--- src/rtl/bscl_pkg.sv ---
`default_nettype none

package bscl_pkg;

  // sizes
  localparam int MaxEntriesDef = 64;
  localparam int CAP_W         = 7;
  localparam int ID_W          = 32;
  localparam int DIST_W        = 32;
  localparam int ACT_W         = 2;
  localparam int STAT_W        = 3;

  localparam logic [CAP_W-1:0] CAP_RESET = 7'd64;

  // request actions
  localparam logic [ACT_W-1:0] ACT_INSERT = 2'd0;
  localparam logic [ACT_W-1:0] ACT_TAKE   = 2'd1;
  localparam logic [ACT_W-1:0] ACT_CLEAR  = 2'd2;

  // result status codes
  localparam logic [STAT_W-1:0] STAT_INSERTED   = 3'd0;
  localparam logic [STAT_W-1:0] STAT_DUP        = 3'd1;
  localparam logic [STAT_W-1:0] STAT_NOT_BETTER = 3'd2;
  localparam logic [STAT_W-1:0] STAT_TAKEN      = 3'd3;
  localparam logic [STAT_W-1:0] STAT_EMPTY      = 3'd4;
  localparam logic [STAT_W-1:0] STAT_CLEARED    = 3'd5;

  // control broadcast to every cell
  typedef struct packed {
    logic eval_en;   // latch compare flags against the arriving request
    logic ins_en;    // shift toward the tail and drop the new entry in
    logic take_en;   // mark the selected cell expanded
  } bscl_ctl_t;

endpackage

`default_nettype wire

--- src/rtl/bscl_cell.sv ---
`default_nettype none

module bscl_cell import bscl_pkg::*; (
  input  wire logic              clk_i,
  input  wire logic              rst_ni,
  input  wire bscl_ctl_t         ctl_i,
  input  wire logic              valid_i,
  input  wire logic [ID_W-1:0]   cmp_id_i,
  input  wire logic [DIST_W-1:0] cmp_dist_i,
  input  wire logic [ID_W-1:0]   new_id_i,
  input  wire logic [DIST_W-1:0] new_dist_i,
  input  wire logic [ID_W-1:0]   prev_id_i,
  input  wire logic [DIST_W-1:0] prev_dist_i,
  input  wire logic              prev_exp_i,
  input  wire logic              prev_before_i,
  input  wire logic              first_i,
  output logic [ID_W-1:0]        id_o,
  output logic [DIST_W-1:0]      dist_o,
  output logic                   exp_o,
  output logic                   before_o,
  output logic                   match_o
);

  logic [ID_W-1:0]   id_q;
  logic [DIST_W-1:0] dist_q;
  logic              exp_q;
  logic              before_q, before_d;
  logic              match_q, match_d;
  logic              shift_in;

  // compare held entry with the arriving candidate
  always_comb begin
    before_d = valid_i && ((dist_q < cmp_dist_i) ||
                           ((dist_q == cmp_dist_i) && (id_q < cmp_id_i)));
    match_d  = valid_i && (id_q == cmp_id_i);
  end

  // this cell changes on insert unless it sorts before the newcomer
  assign shift_in = ctl_i.ins_en && !before_q;

  always_ff @(posedge clk_i or negedge rst_ni) begin
    if (!rst_ni) begin
      before_q <= 1'b0;
      match_q  <= 1'b0;
    end else if (ctl_i.eval_en) begin
      before_q <= before_d;
      match_q  <= match_d;
    end
  end

  // entry payload: take the newcomer at the insert point, else the neighbor
  always_ff @(posedge clk_i) begin
    if (shift_in) begin
      if (prev_before_i) begin
        id_q   <= new_id_i;
        dist_q <= new_dist_i;
      end else begin
        id_q   <= prev_id_i;
        dist_q <= prev_dist_i;
      end
    end
  end

  // expanded mark
  always_ff @(posedge clk_i or negedge rst_ni) begin
    if (!rst_ni) begin
      exp_q <= 1'b0;
    end else if (shift_in) begin
      exp_q <= prev_before_i ? 1'b0 : prev_exp_i;
    end else if (ctl_i.take_en && first_i) begin
      exp_q <= 1'b1;
    end
  end

  assign id_o     = id_q;
  assign dist_o   = dist_q;
  assign exp_o    = exp_q;
  assign before_o = before_q;
  assign match_o  = match_q;

endmodule

`default_nettype wire

--- config.mk ---
export PLATFORM = sky130hd
export DESIGN_NAME = bscl_cell
export DESIGN_NICKNAME = d
export VERILOG_FILES = /design/src/rtl/bscl_pkg.sv /design/src/rtl/bscl_cell.sv
export SDC_FILE = /design/constraint.sdc
export NUM_CORES = 1
export LEC_CHECK = 0
export BUFFER_PORTS_ARGS = -buffer_cell sky130_fd_sc_hd__buf_2
export CORE_MARGIN = 3
export CORE_UTILIZATION = 45
export DETAILED_ROUTE_END_ITERATION = 16
export PLACE_DENSITY_LB_ADDON = 0.2
export SYNTH_ARGS = -nofsm -noshare
export SYNTH_HDL_FRONTEND = slang
export SYNTH_SLANG_ARGS = --single-unit
--- constraint.sdc ---
create_clock -name clk_i -period 6.85 [get_ports clk_i]
set_input_delay 1.37 -clock clk_i [delete_from_list [all_inputs] [get_ports clk_i]]
set_output_delay 1.37 -clock clk_i [all_outputs]
set_load 0.005 [all_outputs]
==> flow_summary.yaml <==
sta:
  drv_slew: 0
  relSlewSlack_pct: 44.33
  fmax_mhz: 351.6
  final_hold_viol_count: 0
  tightest_slew_ns: 0.8350
  skew_ns: 0.009532
  rsz0062_at_grt: "false"
  timing.final.crit_period_ns: 2.844
  period_share_pct: 41.52
  setup_viol: 0
  fin_tns_setup_ns: 0
clock_network:
  ctsHoldBuffers: 0
  clock-sinks: 67
  post_cts_buffers: 0
  clk_latency_ns: 0.33
  path_clk_slew_ns: 0.07
  cts-root-buf: "clkbuf_8"
  clock_path_buffers: 2
  cts_resized: 0
  numCtsBuffers: 9
  cts_tree: "built"
  htreeDepth: 3
grt:
  grt_pass1_wl_um: 19290
  grt_pass1_vias: 4110
  grt_start_max_net_pins: 66
  antenna_found_initial: 0
  grt_overflow: 0
  track_usage_pct: 21.73
placed_design:
  port_buffers: 267
  placed_cells: 769
  place_congestion: 0.8437
  placed_area_um2: 5916
  place_hpwl_um: 10150
critical_path:
  critPathLaunchType: "primary input"
  crit_path_end_kind: "flip-flop"
  required_ns: 7.11
  arrival_ns: 3.11
  regToRegSetupSlack_ns: 4.74
  critical_path_class: "primary input to flip-flop"
  worstPathMaxFanout: 4
power_and_ir_drop:
  finalPower_mw: 1.095
  power_density_nw_per_um2: 179.2
  p_leak_nw: 3.120
  peakVddDrop_mv: 0.1359
drt:
  num_vias: 3883
  drt_wl_total_um: 12180
  drt_iter0_markers: 149
  drtPass1Iterations: 4
  post_drt_wl_per_cell_um: 15.51
  route.detailed.drc: 0
  avgViaCountPerCell: 4.946
  drtAntennaViolNets: 0
outcome:
  status: "finished, final reports clean"
finish:
  finalNonFillerCells: 785
  fill_cells: 831
  final_cell_area_um2: 6110
  layout.cells.most_common_list: "buf_2, inv_1, ha_1, edfxtp_1, mux2_1"
  drive_gt1_share_pct: 47.71
  post-route-util_pct: 64.89
  nets: 916
  final_common_cell: "buf_2"
  antennaDiodeCount: 0
  area_growth_pct: 37.98
logic_synthesis:
  synth-seq-area-share_pct: 45.10
  syn_area_per_cell_um2: 11.71
  synth-compound-area-share_pct: 6.697
  synth_largest_area_cell: "edfxtp_1"
  ys.warnings.count: 0
  syn_nets: 643
  ys_ff_latch: 67
  synth_xor_area_share_pct: 0
  synth_top_family_by_area: "adder cells"
  synth_cells: 378
  synth_area_um2: 4428
  synth_top_area_share_pct: 43.40
  synth_adder_area_share_pct: 18.08
  muxShareOfSynthArea_pct: 16.28
  ys_top_cells_by_area: "edfxtp_1, ha_1, mux2_1, mux2_2, inv_1"
  yosys.cell_types.count: 34
  synth-simple-area-share_pct: 7.347
die:
  die_y_um: 105.2
  io_pins: 268
  row_count: 35
  die_area_um2: 11070
  initial_core_util_pct: 47.03
  coreArea_um2: 9415
  die-width_um: 105.2
flow_run:
  cap_violations: 0
min_path:
  hold_path_class: "flip-flop to flip-flop"
[worst max-delay path: stages]
cell	delay (ns)
buf_2	0.09
inv_1	0.04
ha_1	0.30
nand4_2	0.16
or4_4	0.58
nor2_1	0.19
o2111ai_1	0.13
a21oi_1	0.14
a21o_1	0.13
[stage by stage]
| step | setup WS [ns] | hold WS (ns) |
|---|---|---|
| 2_1_floorplan | 2.108 | 0.5077 |
| 3_3_place_gp | 3.750 | 0.4993 |
| 3_5_place_dp | 3.648 | 0.5052 |
| 4_1_cts | 4.003 | 0.5180 |
| 5_1_grt | 3.844 | 0.5345 |
| 6_report | 4.006 | 0.5210 |
[kinds of logic after synthesis]
| logic type | Yosys count |
|---|---|
| buffers and inverters | 75 |
| flip-flops | 67 |
| multiplexers | 64 |
| adder cells (fa/ha/maj) | 64 |
| AND/OR/NAND/NOR | 57 |
| AO/OA/AOI/OAI | 51 |
[final cells by class]
cell class	count	area (um^2)	area share, %
sequential	67	1997	32.68
multi-input combinational	236	2151	35.20
clock buffer	11	141.4	2.314
inverter	68	255.2	4.178
clock inverter	5	52.55	0.8601
timing repair buffer	269	1351	22.12
tap	129	161.4	2.642
[path summary, 6_finish.rpt]
| kind | cells past startpoint | start | to |
|---|---|---|---|
| hold / removal | 2 | match_o | match_o |
| min in group asynchronous | 1 | rst_ni | exp_o |
| max in group asynchronous | 1 | rst_ni | before_o |
| setup / recovery | 9 | cmp_dist_i[29] | before_o |
| hold reg to reg | 2 | match_o | match_o |
| setup reg to reg | 7 | dist_o[29] | before_o |
[synth_stat cells]
cell,count
dfrtp_1,3
nor3_1,5
o221ai_1,1
a211oi_1,4
or3_1,1
o21a_1,1
o22ai_1,1
nor2b_1,2
inv_1,68
nor4_1,2
mux2_2,23
a221oi_1,1
nor2b_2,1
or4_4,2
mux2_1,41
o2111ai_1,1
nand3_1,7
nor4_4,1
o21ai_0,6
edfxtp_1,64
nand4_2,1
a31oi_1,1
o31ai_1,1
nand3b_1,2
nand2_1,17
clkbuf_1,2
ha_1,64
buf_2,5
a21o_1,3
nand4_1,12
a221o_1,1
a21oi_1,27
nor2_1,4
o21ai_1,3
[power by group]
group / total, mW / switching, mW / internal (mW) / leakage (nW)
sequential: 0.514 / 0.0194 / 0.494 / 0.652
combinational: 0.254 / 0.124 / 0.130 / 2.37
clock: 0.327 / 0.151 / 0.177 / 0.0991
total: 1.10 / 0.294 / 0.801 / 3.12
[sequential cells by signal, summed over array words and instances, names as in the netlist]
| name | flops |
|---|---|
| before_o | 1 |
| dist_o | 32 |
| exp_o | 1 |
| id_o | 32 |
| match_o | 1 |
[metal layers]
layer  track usage (%)  part of all wire, %  wire length, um  vias to the layer above
li1                  -                    -                -                     1930
met1             23.87                   38             4664                     1791
met2             41.17                   53             6511                      158
met3             6.362                  7.7              938                        4
met4             4.217                 0.49               60                        0
met5                 0                    0                0                        -
Power figures use the tool's default switching activity.
